## src/sv/ftp_pkg.sv

```systemverilog
`timescale 1ns / 1ps
`default_nettype none

package ftp_pkg;

  // Item kinds carried on the input tuser
  localparam logic [2:0] FUNC_TICK        = 3'd0;
  localparam logic [2:0] FUNC_REMOTE_MODE = 3'd1;
  localparam logic [2:0] FUNC_REMOTE_UP   = 3'd2;
  localparam logic [2:0] FUNC_REMOTE_LOW  = 3'd3;
  localparam logic [2:0] FUNC_REMOTE_FAN  = 3'd4;

  // Accepted button press codes
  localparam logic [2:0] EVT_NONE = 3'd0;
  localparam logic [2:0] EVT_MODE = 3'd1;
  localparam logic [2:0] EVT_OK   = 3'd2;
  localparam logic [2:0] EVT_UP   = 3'd3;
  localparam logic [2:0] EVT_DOWN = 3'd4;

  // Panel screens
  localparam logic [1:0] SCR_MAIN  = 2'd0;
  localparam logic [1:0] SCR_UPPER = 2'd1;
  localparam logic [1:0] SCR_LOWER = 2'd2;

  // Configuration register index (byte address bit 2)
  localparam logic REG_DEBOUNCE = 1'b0;

  // Reset values
  localparam logic [15:0]       DEBOUNCE_RESET = 16'd200;
  localparam logic signed [7:0] UPPER_RESET    = 8'sd30;
  localparam logic signed [7:0] LOWER_RESET    = 8'sd25;
  localparam logic signed [7:0] LIMIT_MAX      = 8'sd127;
  localparam logic signed [7:0] LIMIT_MIN      = -8'sd128;
  localparam logic [15:0]       COUNT_MAX      = 16'hFFFF;

  // Input item payload, lowest field in the lowest bits
  typedef struct packed {
    logic [6:0]        pad;
    logic signed [7:0] remote_value;
    logic signed [11:0] temperature;
    logic              temp_valid;
    logic              down_button;
    logic              up_button;
    logic              ok_button;
    logic              mode_button;
  } in_item_t;

  // Result item payload, lowest field in the lowest bits
  typedef struct packed {
    logic [4:0]         pad;
    logic [2:0]         button_event;
    logic signed [11:0] temperature_held;
    logic signed [7:0]  lower_edit;
    logic signed [7:0]  upper_edit;
    logic signed [7:0]  lower_now;
    logic signed [7:0]  upper_now;
    logic [1:0]         screen_now;
    logic               auto_mode;
    logic               fan_on;
  } out_item_t;

endpackage

`default_nettype wire

```

## src/sv/fan_thermostat_panel_core.sv

```systemverilog
`timescale 1ns / 1ps
`default_nettype none

// Cooling-fan controller with a four-button panel (mode/cancel, ok, up, down).
// Each input item is a millisecond tick (tuser 0) with button levels and an
// optional temperature, or a remote write of mode, upper limit, lower limit or
// fan (tuser 1..4). One shared debounce checks the buttons in the order mode,
// ok, up, down and takes at most one level change per tick, once more than
// debounce_ms ticks have passed since the last change. Every item yields one
// result item with the full panel state after it and the accepted press, if
// any. The next state is computed from the item and the state registers and
// lands in the state and the output register at the same edge, so a new item
// is accepted every cycle while the output register is empty or being
// drained; the result appears in the cycle after accept. debounce_ms sits at
// byte address 0 of the APB port and should only be written while no item is
// in flight.
module fan_thermostat_panel_core (
  input  wire logic        clk,
  input  wire logic        rst,
  // input items
  input  wire logic        s_tvalid,
  output logic             s_tready,
  // tdata: mode_button, ok_button, up_button, down_button, temp_valid,
  //        temperature[11:0], remote_value[7:0], zero fill
  input  wire logic [31:0] s_tdata,
  // tuser: func[2:0]
  input  wire logic [2:0]  s_tuser,
  // result items
  output logic             m_tvalid,
  input  wire logic        m_tready,
  // tdata: fan_on, auto_mode, screen_now[1:0], upper_now[7:0], lower_now[7:0],
  //        upper_edit[7:0], lower_edit[7:0], temperature_held[11:0],
  //        button_event[2:0], zero fill
  output logic [55:0]      m_tdata,
  // configuration
  input  wire logic        psel,
  input  wire logic        penable,
  input  wire logic        pwrite,
  input  wire logic [2:0]  paddr,
  input  wire logic [31:0] pwdata,
  output logic [31:0]      prdata,
  output logic             pready
);

  ftp_pkg::in_item_t  in_item;
  ftp_pkg::out_item_t out_item;
  ftp_pkg::out_item_t res_next;

  logic [15:0]        debounce_ms;
  logic               fan_state, fan_next;
  logic               mode_state, mode_next;
  logic [1:0]         screen_state, screen_next;
  logic signed [7:0]  upper_commit, upper_next;
  logic signed [7:0]  lower_commit, lower_next;
  logic signed [7:0]  upper_pending, upper_pend_next;
  logic signed [7:0]  lower_pending, lower_pend_next;
  logic signed [11:0] last_temperature, temp_next;
  logic               last_level, level_next;
  logic [15:0]        ms_count, count_next;

  logic               accept;
  logic [15:0]        count_inc;
  logic [3:0]         levels;
  logic [3:0]         differ;
  logic [2:0]         event_code;
  logic               change_ok;
  logic signed [12:0] temp_ext;
  logic signed [12:0] upper_ext;
  logic signed [12:0] lower_ext;
  logic signed [12:0] upper_x10;
  logic signed [12:0] lower_x10;

  assign in_item  = ftp_pkg::in_item_t'(s_tdata);
  assign accept   = s_tvalid && s_tready;
  assign s_tready = !m_tvalid || m_tready;
  assign m_tdata  = out_item;

  // Configuration port
  assign pready = 1'b1;
  assign prdata = (paddr[2] == ftp_pkg::REG_DEBOUNCE) ? {16'd0, debounce_ms} : 32'd0;

  always_ff @(posedge clk) begin
    if (rst) begin
      debounce_ms <= ftp_pkg::DEBOUNCE_RESET;
    end else if (psel && penable && pwrite && pready &&
                 paddr[2] == ftp_pkg::REG_DEBOUNCE) begin
      debounce_ms <= pwdata[15:0];
    end
  end

  // Shared debounce: first button whose level differs from the last one wins
  assign count_inc = (ms_count == ftp_pkg::COUNT_MAX) ? ms_count : ms_count + 16'd1;
  assign levels    = {in_item.down_button, in_item.up_button,
                      in_item.ok_button, in_item.mode_button};
  assign differ    = levels ^ {4{last_level}};
  assign change_ok = (s_tuser == ftp_pkg::FUNC_TICK) && (count_inc > debounce_ms) &&
                     (differ != 4'd0);

  always_comb begin
    event_code = ftp_pkg::EVT_NONE;
    // a change to level 0 is a press; a release only blocks the others
    if (change_ok && last_level) begin
      if (differ[0])      event_code = ftp_pkg::EVT_MODE;
      else if (differ[1]) event_code = ftp_pkg::EVT_OK;
      else if (differ[2]) event_code = ftp_pkg::EVT_UP;
      else                event_code = ftp_pkg::EVT_DOWN;
    end
  end

  // Next panel state
  always_comb begin
    fan_next        = fan_state;
    mode_next       = mode_state;
    screen_next     = screen_state;
    upper_next      = upper_commit;
    lower_next      = lower_commit;
    upper_pend_next = upper_pending;
    lower_pend_next = lower_pending;
    temp_next       = last_temperature;
    level_next      = last_level;
    count_next      = ms_count;

    case (s_tuser)
      ftp_pkg::FUNC_TICK: begin
        count_next = count_inc;
        if (in_item.temp_valid) temp_next = in_item.temperature;
        if (change_ok) begin
          count_next = 16'd0;
          level_next = !last_level;
        end
        case (event_code)
          ftp_pkg::EVT_MODE: begin
            if (screen_state == ftp_pkg::SCR_MAIN) begin
              mode_next = !mode_state;
            end else begin
              screen_next     = ftp_pkg::SCR_MAIN;
              upper_pend_next = upper_commit;
              lower_pend_next = lower_commit;
            end
          end
          ftp_pkg::EVT_OK: begin
            if (screen_state == ftp_pkg::SCR_MAIN) begin
              screen_next = ftp_pkg::SCR_UPPER;
            end else if (screen_state == ftp_pkg::SCR_UPPER) begin
              screen_next = ftp_pkg::SCR_LOWER;
              upper_next  = upper_pending;
            end else if (screen_state == ftp_pkg::SCR_LOWER) begin
              screen_next = ftp_pkg::SCR_MAIN;
              lower_next  = lower_pending;
            end
          end
          ftp_pkg::EVT_UP, ftp_pkg::EVT_DOWN: begin
            if (!mode_state && screen_state == ftp_pkg::SCR_MAIN) begin
              fan_next = (event_code == ftp_pkg::EVT_UP);
            end else if (screen_state == ftp_pkg::SCR_UPPER) begin
              // step the edited value, saturate at the 8-bit range
              if (event_code == ftp_pkg::EVT_UP) begin
                if (upper_pending != ftp_pkg::LIMIT_MAX) upper_pend_next = upper_pending + 8'sd1;
              end else begin
                if (upper_pending != ftp_pkg::LIMIT_MIN) upper_pend_next = upper_pending - 8'sd1;
              end
            end else if (screen_state == ftp_pkg::SCR_LOWER) begin
              if (event_code == ftp_pkg::EVT_UP) begin
                if (lower_pending != ftp_pkg::LIMIT_MAX) lower_pend_next = lower_pending + 8'sd1;
              end else begin
                if (lower_pending != ftp_pkg::LIMIT_MIN) lower_pend_next = lower_pending - 8'sd1;
              end
            end
          end
          default: ;
        endcase
      end
      ftp_pkg::FUNC_REMOTE_MODE: mode_next = (in_item.remote_value != 8'sd0);
      ftp_pkg::FUNC_REMOTE_UP: begin
        upper_next = in_item.remote_value;
        if (screen_state == ftp_pkg::SCR_MAIN) upper_pend_next = in_item.remote_value;
      end
      ftp_pkg::FUNC_REMOTE_LOW: begin
        lower_next = in_item.remote_value;
        if (screen_state == ftp_pkg::SCR_MAIN) lower_pend_next = in_item.remote_value;
      end
      ftp_pkg::FUNC_REMOTE_FAN: fan_next = (in_item.remote_value != 8'sd0);
      default: ;
    endcase

    // Hysteresis control on the updated state; upper test first
    if (mode_next) begin
      if (temp_ext >= upper_x10)      fan_next = 1'b1;
      else if (temp_ext <= lower_x10) fan_next = 1'b0;
    end
  end

  // Limits in tenths: L*10 = L*8 + L*2
  assign temp_ext  = {temp_next[11], temp_next};
  assign upper_ext = {{5{upper_next[7]}}, upper_next};
  assign lower_ext = {{5{lower_next[7]}}, lower_next};
  assign upper_x10 = (upper_ext <<< 3) + (upper_ext <<< 1);
  assign lower_x10 = (lower_ext <<< 3) + (lower_ext <<< 1);

  always_comb begin
    res_next                  = '0;
    res_next.fan_on           = fan_next;
    res_next.auto_mode        = mode_next;
    res_next.screen_now       = screen_next;
    res_next.upper_now        = upper_next;
    res_next.lower_now        = lower_next;
    res_next.upper_edit       = upper_pend_next;
    res_next.lower_edit       = lower_pend_next;
    res_next.temperature_held = temp_next;
    res_next.button_event     = event_code;
  end

  // State registers
  always_ff @(posedge clk) begin
    if (rst) begin
      fan_state        <= 1'b0;
      mode_state       <= 1'b0;
      screen_state     <= ftp_pkg::SCR_MAIN;
      upper_commit     <= ftp_pkg::UPPER_RESET;
      lower_commit     <= ftp_pkg::LOWER_RESET;
      upper_pending    <= ftp_pkg::UPPER_RESET;
      lower_pending    <= ftp_pkg::LOWER_RESET;
      last_temperature <= 12'sd0;
      last_level       <= 1'b1;
      ms_count         <= 16'd0;
    end else if (accept) begin
      fan_state        <= fan_next;
      mode_state       <= mode_next;
      screen_state     <= screen_next;
      upper_commit     <= upper_next;
      lower_commit     <= lower_next;
      upper_pending    <= upper_pend_next;
      lower_pending    <= lower_pend_next;
      last_temperature <= temp_next;
      last_level       <= level_next;
      ms_count         <= count_next;
    end
  end

  // Output register
  always_ff @(posedge clk) begin
    if (rst) begin
      m_tvalid <= 1'b0;
    end else if (accept) begin
      m_tvalid <= 1'b1;
    end else if (m_tready) begin
      m_tvalid <= 1'b0;
    end
  end

  always_ff @(posedge clk) begin
    if (accept) out_item <= res_next;
  end

  // Remote writes never report a press
  a_remote_no_event: assert property (@(posedge clk) disable iff (rst)
    accept && s_tuser != ftp_pkg::FUNC_TICK |=>
      m_tvalid && out_item.button_event == ftp_pkg::EVT_NONE)
    else $error("remote item reported a button press");

  // An accepted press restarts the debounce count
  a_press_clears_count: assert property (@(posedge clk) disable iff (rst)
    accept |=> (out_item.button_event == ftp_pkg::EVT_NONE || ms_count == 16'd0))
    else $error("press accepted without debounce restart");

  // In automatic mode a temperature at or above the upper limit runs the fan
  a_auto_upper: assert property (@(posedge clk) disable iff (rst)
    accept |=> (!out_item.auto_mode ||
                $signed({out_item.temperature_held[11], out_item.temperature_held}) <
                  ($signed({{5{out_item.upper_now[7]}}, out_item.upper_now}) <<< 3) +
                  ($signed({{5{out_item.upper_now[7]}}, out_item.upper_now}) <<< 1) ||
                out_item.fan_on))
    else $error("fan off above upper limit in automatic mode");

endmodule

`default_nettype wire
```

## config.mk

```make
export PLATFORM = sky130hd
export DESIGN_NAME = fan_thermostat_panel_core
export DESIGN_NICKNAME = d
export VERILOG_FILES = /design/src/sv/ftp_pkg.sv /design/src/sv/fan_thermostat_panel_core.sv
export SDC_FILE = /design/constraint.sdc
export NUM_CORES = 1
export LEC_CHECK = 0
export BUFFER_PORTS_ARGS = -buffer_cell sky130_fd_sc_hd__buf_2
export CORE_ASPECT_RATIO = 1.1
export CORE_MARGIN = 2
export CORE_UTILIZATION = 57
export CTS_CLUSTER_DIAMETER = 120
export DETAILED_ROUTE_END_ITERATION = 7
export PLACE_DENSITY_LB_ADDON = 0.12
export SLEW_MARGIN = 40
export SYNTH_ARGS = -nofsm -noshare
export SYNTH_HDL_FRONTEND = slang
export SYNTH_SLANG_ARGS = --single-unit
export TNS_END_PERCENT = 20
```

## constraint.sdc

```tcl
create_clock -name clk -period 8.6 [get_ports clk]
set_clock_uncertainty 0.15 [all_clocks]
set_input_delay 0 -clock clk [delete_from_list [all_inputs] [get_ports clk]]
set_output_delay 0 -clock clk [all_outputs]
set_load 0.1 [all_outputs]
```

After elaboration in Yosys (flattened, before gate mapping):

Index checks and enable logic that the tools add are counted.

* register bits: 133
* input port bits: 77
* output and inout port bits: 91
* logic and storage cells: 122

* $add $sub $neg: 7
* magnitude comparators: 3
* equal/unequal tests: 15
* mux-type cells: 54
* bitwise operators: 2
* reductions and logical operators: 20

Operator list (count)
* $mux 8: 22
* $pmux 8 s2: 6
* $mux 16: 3
* $ne 8x8->1 const B: 4
* $add 11x9->12: 2
* $mux 12: 2
* $add 16x1->16 const B: 1
* $add 8x2->8 const B: 2
* $eq 16x16->1 const B: 1
* $gt 16x16->1: 1
* $sub 8x2->8 const B: 2
* $eq 3x2->1 const B: 4
* $ge 12x12->1: 1
* $le 12x12->1: 1
* $mux 3: 4
* $mux 2: 5
* $mux 1: 9
* $logic_and 1x1->1: 8
* $reduce_bool 8->1: 1
* $eq 3x1->1 const B: 2
* $eq 3x3->1 const B: 2
* $pmux 1 s2: 2
* $pmux 2 s2: 1
* $reduce_bool 4->1: 1
* other kinds (12): 14

Depth between registers and ports, before layout:

Gate-level depths: netlist of the first run.

* depth in word-level cells: 15
* gate-level depth with buffers: 35
* depth with buffers taken out: 32

Least setup slack after synthesis of the first run:

No wires, ideal clock.

* path kind: register to register
* start: reg ms_count[3]
* end: reg out_item, in the netlist m_tdata[0], data pin
* library setup time: 0.262 ns
* arrival: 6.569 ns
* required time: 8.188 ns
* path slack: 1.619 ns
* cell stages (with the launch flop): 33
* buffers on the path: 3
* clock period less this slack: 6.981 ns
* cell sequence: dfxtp_1 -> clkbuf_2 -> and3_1 -> and3_1 -> nand4_1 -> or4_1 -> clkbuf_1 -> nand2_1 -> nor2_1 -> xor2_1 -> ha_1 -> nand4_1 -> a2111o_1 -> a31o_2 -> nor4_4 -> nor2_1 -> clkbuf_1 -> a21o_1 -> ha_1 -> fa_1 -> a21o_1 -> a21oi_1 -> o21bai_1 -> a21oi_1 -> xor2_1 -> ha_1 -> o21ai_0 -> o21ai_0 -> a211oi_1 -> nor3_1 -> o311a_1 -> o21a_1 -> or2_2

* word-level cells in the longest chain between the ends: 15
* elaborated cells between the ends (all ways): 29
* classes of those cells: 3 x add/sub; 3 x order compare; 5 x eq/ne; 14 x mux; 4 x reduce/logical

RTL lines
* start, declared: line fan_thermostat_panel_core.sv:59 `logic [15:0] ms_count, count_next;`
* start signal, assigned: line fan_thermostat_panel_core.sv:236 `ms_count <= count_next;`
* $add 16x1->16 or $eq 16x16->1 (tied branches): line fan_thermostat_panel_core.sv:92 `assign count_inc = (ms_count == ftp_pkg::COUNT_MAX) ? ms_count : ms_count + 16'd1;`
* $mux 16 (*): line fan_thermostat_panel_core.sv:92
* $gt 16x16->1 (*): line fan_thermostat_panel_core.sv:96 `assign change_ok = (s_tuser == ftp_pkg::FUNC_TICK) && (count_inc > debounce_ms) &&`
* $logic_and 1x1->1 (*) (2 in a row): line fan_thermostat_panel_core.sv:96
* $logic_and 1x1->1 (*): line fan_thermostat_panel_core.sv:102 `if (change_ok && last_level) begin`
* $mux 3 (*): line fan_thermostat_panel_core.sv:102
* $eq 3x2->1 (*): line fan_thermostat_panel_core.sv:131 `case (event_code)`
* $mux 8 (*): line fan_thermostat_panel_core.sv:131
* $pmux 8 s2 (*): line fan_thermostat_panel_core.sv:123 `case (s_tuser)`
* named net lower_next[2]: line fan_thermostat_panel_core.sv:54 `logic signed [7:0] lower_commit, lower_next;`
* $add 11x9->12 (*): line fan_thermostat_panel_core.sv:198 `assign lower_x10 = (lower_ext <<< 3) + (lower_ext <<< 1);`
* $le 12x12->1 (*): line fan_thermostat_panel_core.sv:189 `else if (temp_ext <= lower_x10) fan_next = 1'b0;`
* $mux 1 (*): line fan_thermostat_panel_core.sv:189
* $mux 1 (*): line fan_thermostat_panel_core.sv:188 `if (temp_ext >= upper_x10) fan_next = 1'b1;`
* $mux 1 (*): line fan_thermostat_panel_core.sv:187 `if (mode_next) begin`
* named net fan_next: line fan_thermostat_panel_core.sv:50 `logic fan_state, fan_next;`
* end signal, assigned: line fan_thermostat_panel_core.sv:252 `if (accept) out_item <= res_next;`
* end, declared: line fan_thermostat_panel_core.sv:46 `ftp_pkg::out_item_t out_item;`

The timed path passes the listed nets; every way through them passes the cells marked *.
A chain may end at the register's enable or synchronous reset.

Worst setup path after layout of the first run:

Ends and elaborated chain as after synthesis.

==> results of run 1 <==
logic make-up after synthesis:
family,Yosys count,share of synthesized area [%]
AO/OA/AOI/OAI,333,23.5
XOR/XNOR,24,2.28
adder cells (fa/ha/maj),66,9.11
buffers and inverters,149,7.12
flip-flops,133,34.4
multiplexers,33,3.82
other,2,0.0814
AND/OR/NAND/NOR,381,19.7
layout by cell type, fill, tap and decap left out, types with 25 or more instances in the layout:
cell,instances
sky130_fd_sc_hd__a21oi_1,91
sky130_fd_sc_hd__buf_2,120
sky130_fd_sc_hd__dfxtp_1,82
sky130_fd_sc_hd__dlygate4sd3_1,37
sky130_fd_sc_hd__edfxtp_1,51
sky130_fd_sc_hd__ha_1,64
sky130_fd_sc_hd__inv_1,54
sky130_fd_sc_hd__nand2_1,128
sky130_fd_sc_hd__nand3_1,27
sky130_fd_sc_hd__nor2_1,101
sky130_fd_sc_hd__nor3_1,25
sky130_fd_sc_hd__o21ai_0,69
metal layers:
metal  vias to the layer above  GRT usage, %  wire length (µm)
met1                      4239          38.2             10700
met5                         -             0                 8
met4                         2          14.4               967
li1                       4284             -                 -
met3                        89          5.20              2140
met2                       473          53.2             13000
power groups by stage:
stage / Combinational, W / Sequential [W] / Clock [W]
finish: 0.000482 / 0.000712 / 0.000773
global route: 0.000515 / 0.000715 / 0.000802
floorplan: 0.000269 / 0.000831 / 0
global placement: 0.000450 / 0.000724 / 0
CTS: 0.000476 / 0.000711 / 0.000777
detailed placement: 0.000460 / 0.000724 / 0
how the worst min path moves through the flow:
stage / from / end
finish: s_tdata[22] / upper_commit[5]
global route: s_tdata[22] / upper_commit[5]
CTS: s_tdata[1] / upper_pending[0]
detailed placement: pwdata[7] / debounce_ms[7]
global placement: pwdata[6] / debounce_ms[6]
floorplan: s_tvalid / m_tvalid
synth_stat cells, types with 11 or more instances:
| cell type | count |
|---|---|
| sky130_fd_sc_hd__nand4_1 | 16 |
| sky130_fd_sc_hd__xnor2_1 | 19 |
| sky130_fd_sc_hd__a21o_1 | 17 |
| sky130_fd_sc_hd__nand3_1 | 27 |
| sky130_fd_sc_hd__a211oi_1 | 15 |
| sky130_fd_sc_hd__and3_1 | 14 |
| sky130_fd_sc_hd__mux2i_1 | 15 |
| sky130_fd_sc_hd__edfxtp_1 | 51 |
| sky130_fd_sc_hd__ha_1 | 64 |
| sky130_fd_sc_hd__inv_1 | 56 |
| sky130_fd_sc_hd__dfxtp_1 | 82 |
| sky130_fd_sc_hd__a22oi_1 | 22 |
| sky130_fd_sc_hd__nand2_1 | 128 |
| sky130_fd_sc_hd__mux2_2 | 18 |
| sky130_fd_sc_hd__clkbuf_1 | 55 |
| sky130_fd_sc_hd__nor2_1 | 102 |
| sky130_fd_sc_hd__o21ai_0 | 69 |
| sky130_fd_sc_hd__a31oi_1 | 14 |
| sky130_fd_sc_hd__o211ai_1 | 11 |
| sky130_fd_sc_hd__nor3_1 | 26 |
| sky130_fd_sc_hd__a21oi_1 | 91 |
| sky130_fd_sc_hd__buf_4 | 22 |
worst max-delay path: cells and delay by family, from the launching register on:
| family | cells | cell delay [ns] |
|---|---|---|
| simple gates | 11 | 2.84 |
| compound gates | 12 | 2.60 |
| fa+ha+maj | 3 | 1.05 |
| flops | 1 | 0.45 |
| xor+xnor | 2 | 0.36 |
| buf+inv | 1 | 0.16 |
state kept, by name, summed over array words and instances, names as in the netlist:
signal            cells
fan_state             1
upper_commit          8
screen_state          2
lower_pending         8
m_tvalid              1
lower_commit          8
last_temperature     12
mode_state            1
debounce_ms          16
upper_pending         8
m_tdata              51
last_level            1
ms_count             16
what timing repair did:
item | CTS | global route
setup endpoints to repair | 0 | 1
hold buffers | 37 | 0
buffers inserted | 0 | 2
endpoints found under the hold margin | 60 | 0
stage by stage:
step	worst slack, ns	hold WS (ns)	instances	instance area, µm²	util (%)
2_1_floorplan	1.62	-0.0205	1141	9300	-
3_3_place_gp	0.901	0.0754	1374	9760	61.8
3_5_place_dp	0.685	0.0774	1374	9770	61.9
4_1_cts	0.552	0.00787	1443	10800	68.1
5_1_grt	0.167	0.0556	1445	10800	68.2
6_report	0.730	0.0300	1445	10800	68.2
final cells by class:
class | instances | share of cell area (%)
timing repair buffer | 165 | 9.57
clock buffer | 21 | 4.09
sequential | 133 | 29.5
multi-input combinational | 859 | 51.0
inverter | 56 | 1.96
clock inverter | 11 | 1.63
tap | 200 | 2.32
==> flow_summary.ini, run 1 <==
[run_status]
result_of_the_run = finished clean

[sta]
unrepaired_setup_endpoints_after_global_routing = no
final_max_slew_viol_count = 0
worst_slew_margin_rel_pct = 42.6
worst_slew_pin_tran_ns = 0.861
max_freq_mhz = 127
period_minus_slack_ns = 7.87
timing.setup.tns_ns = 0
finalSetupViolCount = 0
final_hold_viols = 0
period_share_pct = 91.5

[critical_path]
worst_ep_arrival_time_ns = 7.90
timing.reg2reg.worst_path_depth = 29
crit_start = ms_count[3]
crit_path_end_kind = register
reg2reg_setup_slack_ns = 0.73
start_kind = register
crit_path_top_delay_cell = sky130_fd_sc_hd__or4_1
rr_endpoint = m_tdata[0]
crit_path_max_fanout = 11
crit_top_cell = sky130_fd_sc_hd__a21oi_1
crit_path_max_incr_delay_ns = 0.67
timing.setup.critical_path_class = reg -> reg
regToRegStartpoint = ms_count[3]
critical_path_required_ns = 8.63
critical_path_destination = m_tdata[0]

[min_path]
holdCritPathClass = in -> reg
whs_path_depth = 5

[route]
postRouteWirelength_um = 26900
drc_errors = 0
route.detailed.wl_per_inst_um = 18.6
firstDrtPassIters = 7
via_per_inst = 6.29
route.antenna.remaining_nets = 0
via_count = 9087
drt_first_iter_violations = 975

[power]
power_frac_clock_pct = 39.3
p_per_cell_area_nw_per_um2 = 183
switchingPower_w = 0.000666
design_power_total_w = 0.00197
switching_share_pct = 33.9
power.leakage_nw = 4.50
comb_power_share_pct = 24.5
ir_drop_v = 0.000142
pwr-share-seq_pct = 36.2
design_internal_power_w = 0.00130

[floorplanning]
die_height_um = 137
design.core.area_um2 = 15800
die_area_um2 = 17200
initial_utilization_pct = 58.4
number_of_top_level_pins = 168
die_w_um = 125
rows = 48

[clocking]
clock_tree.root_cell = sky130_fd_sc_hd__clkbuf_16
cts_sink_cnt = 133
cts_made_buffers = 17
clock_tree.htree_level_count = 4
clk_pin_slew_worst_paths_ns = 0.06
clock_tree_from_tritoncts = done
cts_max_path_buffers = 2
insertion_delay_ns = 0.43
ctsResizeCount = 0

[synth]
syn_area_um2 = 9230
synthDominantCellAreaShare_pct = 17.8
synth.distinct_cells = 80
post_synth_main_area_contributors = sky130_fd_sc_hd__dfxtp_1 18%, sky130_fd_sc_hd__edfxtp_1 17%, sky130_fd_sc_hd__ha_1 8.7%, sky130_fd_sc_hd__nand2_1 5.2%, sky130_fd_sc_hd__a21oi_1 4.9%
synth_cells = 1121
ys.flop_type = sky130_fd_sc_hd__dfxtp_1
post_synth_arst_share_pct = 0
synth-edff-count = 51
syn_area_per_cell_um2 = 8.23
netlist.top_cell.by_area = sky130_fd_sc_hd__dfxtp_1
ys_warn_count = 0
number_of_flip_flops_and_latches_in_the_synthesized_netlist = 133
synth_sequential_area_ratio_pct = 34.4

[grt]
antenna_found_initial = 1
grt_overflow_total = 0
grt_first_pass_wirelength_um = 42600
grt_start_max_net_pins = 66
grt_pass1_vias = 8494
grt.total_usage_pct = 30.9

[job]
cap_viol_max_count = 0

[place]
placer_s_final_routability_congestion_estimate = 0.955
portBuffers = 120
dp_hpwl_um = 18600

[final_layout]
design.final.nets = 1375
ratio_of_cells_with_drive_above_1_in_the_final_layout_pct = 15.5
insertedDiodeCount = 0
areaGrowthSynthToFinish_pct = 16.8
nFillCells = 1337
multi_input_comb_area_um2 = 5490
layout.area.seq_um2 = 3170
No activity file was read; power rests on OpenSTA's default activity.
==> run 2: changes to the inputs <==
Settings changed: CTS_BUF_LIST from default to sky130_fd_sc_hd__clkbuf_16.
==> flow_summary.ini, run 2 (synthesis results as in run 1) <==
[clocking]
clock_tree_from_tritoncts = done
ctsResizeCount = 0
cts_made_buffers = 17
cts_sink_cnt = 133
insertion_delay_ns = 0.43
clk_pin_slew_worst_paths_ns = 0.06
cts_max_path_buffers = 2
clock_tree.htree_level_count = 4
clock_tree.root_cell = sky130_fd_sc_hd__clkbuf_16

[final_layout]
commonest_non_fill_non_tap_cells_in_the_layout = 128 x sky130_fd_sc_hd__nand2_1, 120 x sky130_fd_sc_hd__buf_2, 101 x sky130_fd_sc_hd__nor2_1
fin_cells = 1445
nFillCells = 1337
layout.cells.most_common = sky130_fd_sc_hd__nand2_1
ratio_of_cells_with_drive_above_1_in_the_final_layout_pct = 15.5
design.final.nets = 1375
number_of_flip_flops_in_the_largest_register = 51
insertedDiodeCount = 0
areaGrowthSynthToFinish_pct = 16.8

[place]
placement.setup.worst_slack_ns = 0.685
dp.cells = 1374
placer_s_final_routability_congestion_estimate = 0.955
portBuffers = 120
dp_hpwl_um = 18600

[min_path]
hp-start = s_tdata[22]
holdCritPathClass = in -> reg

[route]
route.antenna.remaining_nets = 0
via_count = 9057
drt_first_iter_violations = 914
via_per_inst = 6.27
route.detailed.wl_per_inst_um = 18.5
drc_errors = 0
postRouteWirelength_um = 26700
firstDrtPassIters = 6

[power]
design_internal_power_w = 0.00130
ir_drop_v = 0.000142
pwr-share-seq_pct = 36.2
switchingPower_w = 0.000669
power.leakage_nw = 4.51
p_per_cell_area_nw_per_um2 = 182
comb_power_share_pct = 24.5
power_frac_clock_pct = 39.3
switching_share_pct = 34.0

[floorplanning]
die_height_um = 137
rows = 48
design.core.area_um2 = 15800
die_area_um2 = 17200
number_of_top_level_pins = 168
die_w_um = 125
initial_utilization_pct = 58.4

[sta]
post-route-worst-setup-slack_ns = 0.742
final_hold_viols = 0
period_minus_slack_ns = 7.86
unrepaired_setup_endpoints_after_global_routing = no
timing.setup.tns_ns = 0
final_max_slew_viol_count = 0
worst_slew_pin_tran_ns = 0.819
worst_slew_margin_rel_pct = 45.4
finalSetupViolCount = 0
whs_ns = 0.00291
period_share_pct = 91.4
max_freq_mhz = 127

[job]
cap_viol_max_count = 0

[critical_path]
cell_type_group_with_the_largest_total_delay_on_the_critical_path = simple AND/OR/NAND/NOR gates
crit_path_max_incr_delay_ns = 0.67
crit_top_cell = sky130_fd_sc_hd__a21oi_1
crit_path_end_kind = register
regToRegStartpoint = ms_count[3]
crit_path_top_delay_cell = sky130_fd_sc_hd__or4_1
start_kind = register
crit_start = ms_count[3]
worst_ep_arrival_time_ns = 7.89
timing.setup.critical_path_class = reg -> reg
critical_path_required_ns = 8.63
crit_path_max_fanout = 11
worstPathBufferInverterCount = 1

[grt]
grt_start_max_net_pins = 66
grt_pass1_vias = 8494
grt_overflow_total = 0
antenna_found_initial = 1
grt_first_pass_wirelength_um = 42600
grt.total_usage_pct = 30.9

[run_status]
result_of_the_run = finished clean
run 2: cell types whose count changed in the layout (fill, tap and decap cells not counted), sizes merged:
cell / previous run / this run
clkbuf: 21 / 17
inv: 57 / 61
run 2: routing by layer:
metal  wire length [µm]  vias to the layer above  track usage (%)  share of wire, %
li1                   -                     4280                -                 -
met1              10800                     4224             38.2                40
met2              13000                      461             53.2                49
met3               1920                       90             5.20               7.2
met4                984                        2             14.4               3.7
met5                  8                        -                0             0.030
run 2: timing repair:
item / CTS / global route
endpoints found under the hold margin: 60 / 0
buffers inserted: 0 / 2
endpoints found under the setup margin: 0 / 1
hold buffers: 37 / 0
run 2: path summary, 6_finish.rpt:
| path | endpoint | slack [ns] | cells after the start |
|---|---|---|---|
| worst min register to register | debounce_ms[2] | 0.30 | 2 |
| worst max-delay path | m_tdata[0] | 0.74 | 29 |
| worst max register to register | m_tdata[0] | 0.74 | 29 |
| worst min-delay path | upper_commit[5] | 0.003 | 5 |
run 2: worst min-delay path, stage by stage:
cell                      delay, ns
sky130_fd_sc_hd__buf_2         0.12
sky130_fd_sc_hd__a32oi_1       0.07
sky130_fd_sc_hd__nor2_1        0.16
sky130_fd_sc_hd__a22oi_1       0.11
sky130_fd_sc_hd__nor2_1        0.08
run 2: through the flow:
step                      area [µm²]  power, W  utilization (%)
after global placement          9760   0.00117             61.8
after detailed placement        9770   0.00118             61.9
after CTS                      10800   0.00196             68.1
final                          10800   0.00197             68.2
after floorplan                 9300   0.00110                -
after global routing           10800   0.00203             68.2
run 2: layout make-up:
class | instances | area, µm² | share of cell area [%]
Timing Repair Buffer | 165 | 1030 | 9.57
Clock buffer | 17 | 425 | 3.95
Tap cell | 200 | 250 | 2.32
Sequential cell | 133 | 3170 | 29.5
Multi-Input combinational cell | 859 | 5490 | 51.0
Inverter | 56 | 211 | 1.96
Clock inverter | 15 | 190 | 1.77
run 2: power groups by stage:
stage	registers, W	clock network, W	logic [W]
5_1_grt	0.000715	0.000798	0.000515
3_5_place_dp	0.000724	0	0.000460
2_1_floorplan	0.000831	0	0.000269
6_report	0.000712	0.000772	0.000481
3_3_place_gp	0.000724	0	0.000450
4_1_cts	0.000711	0.000772	0.000476
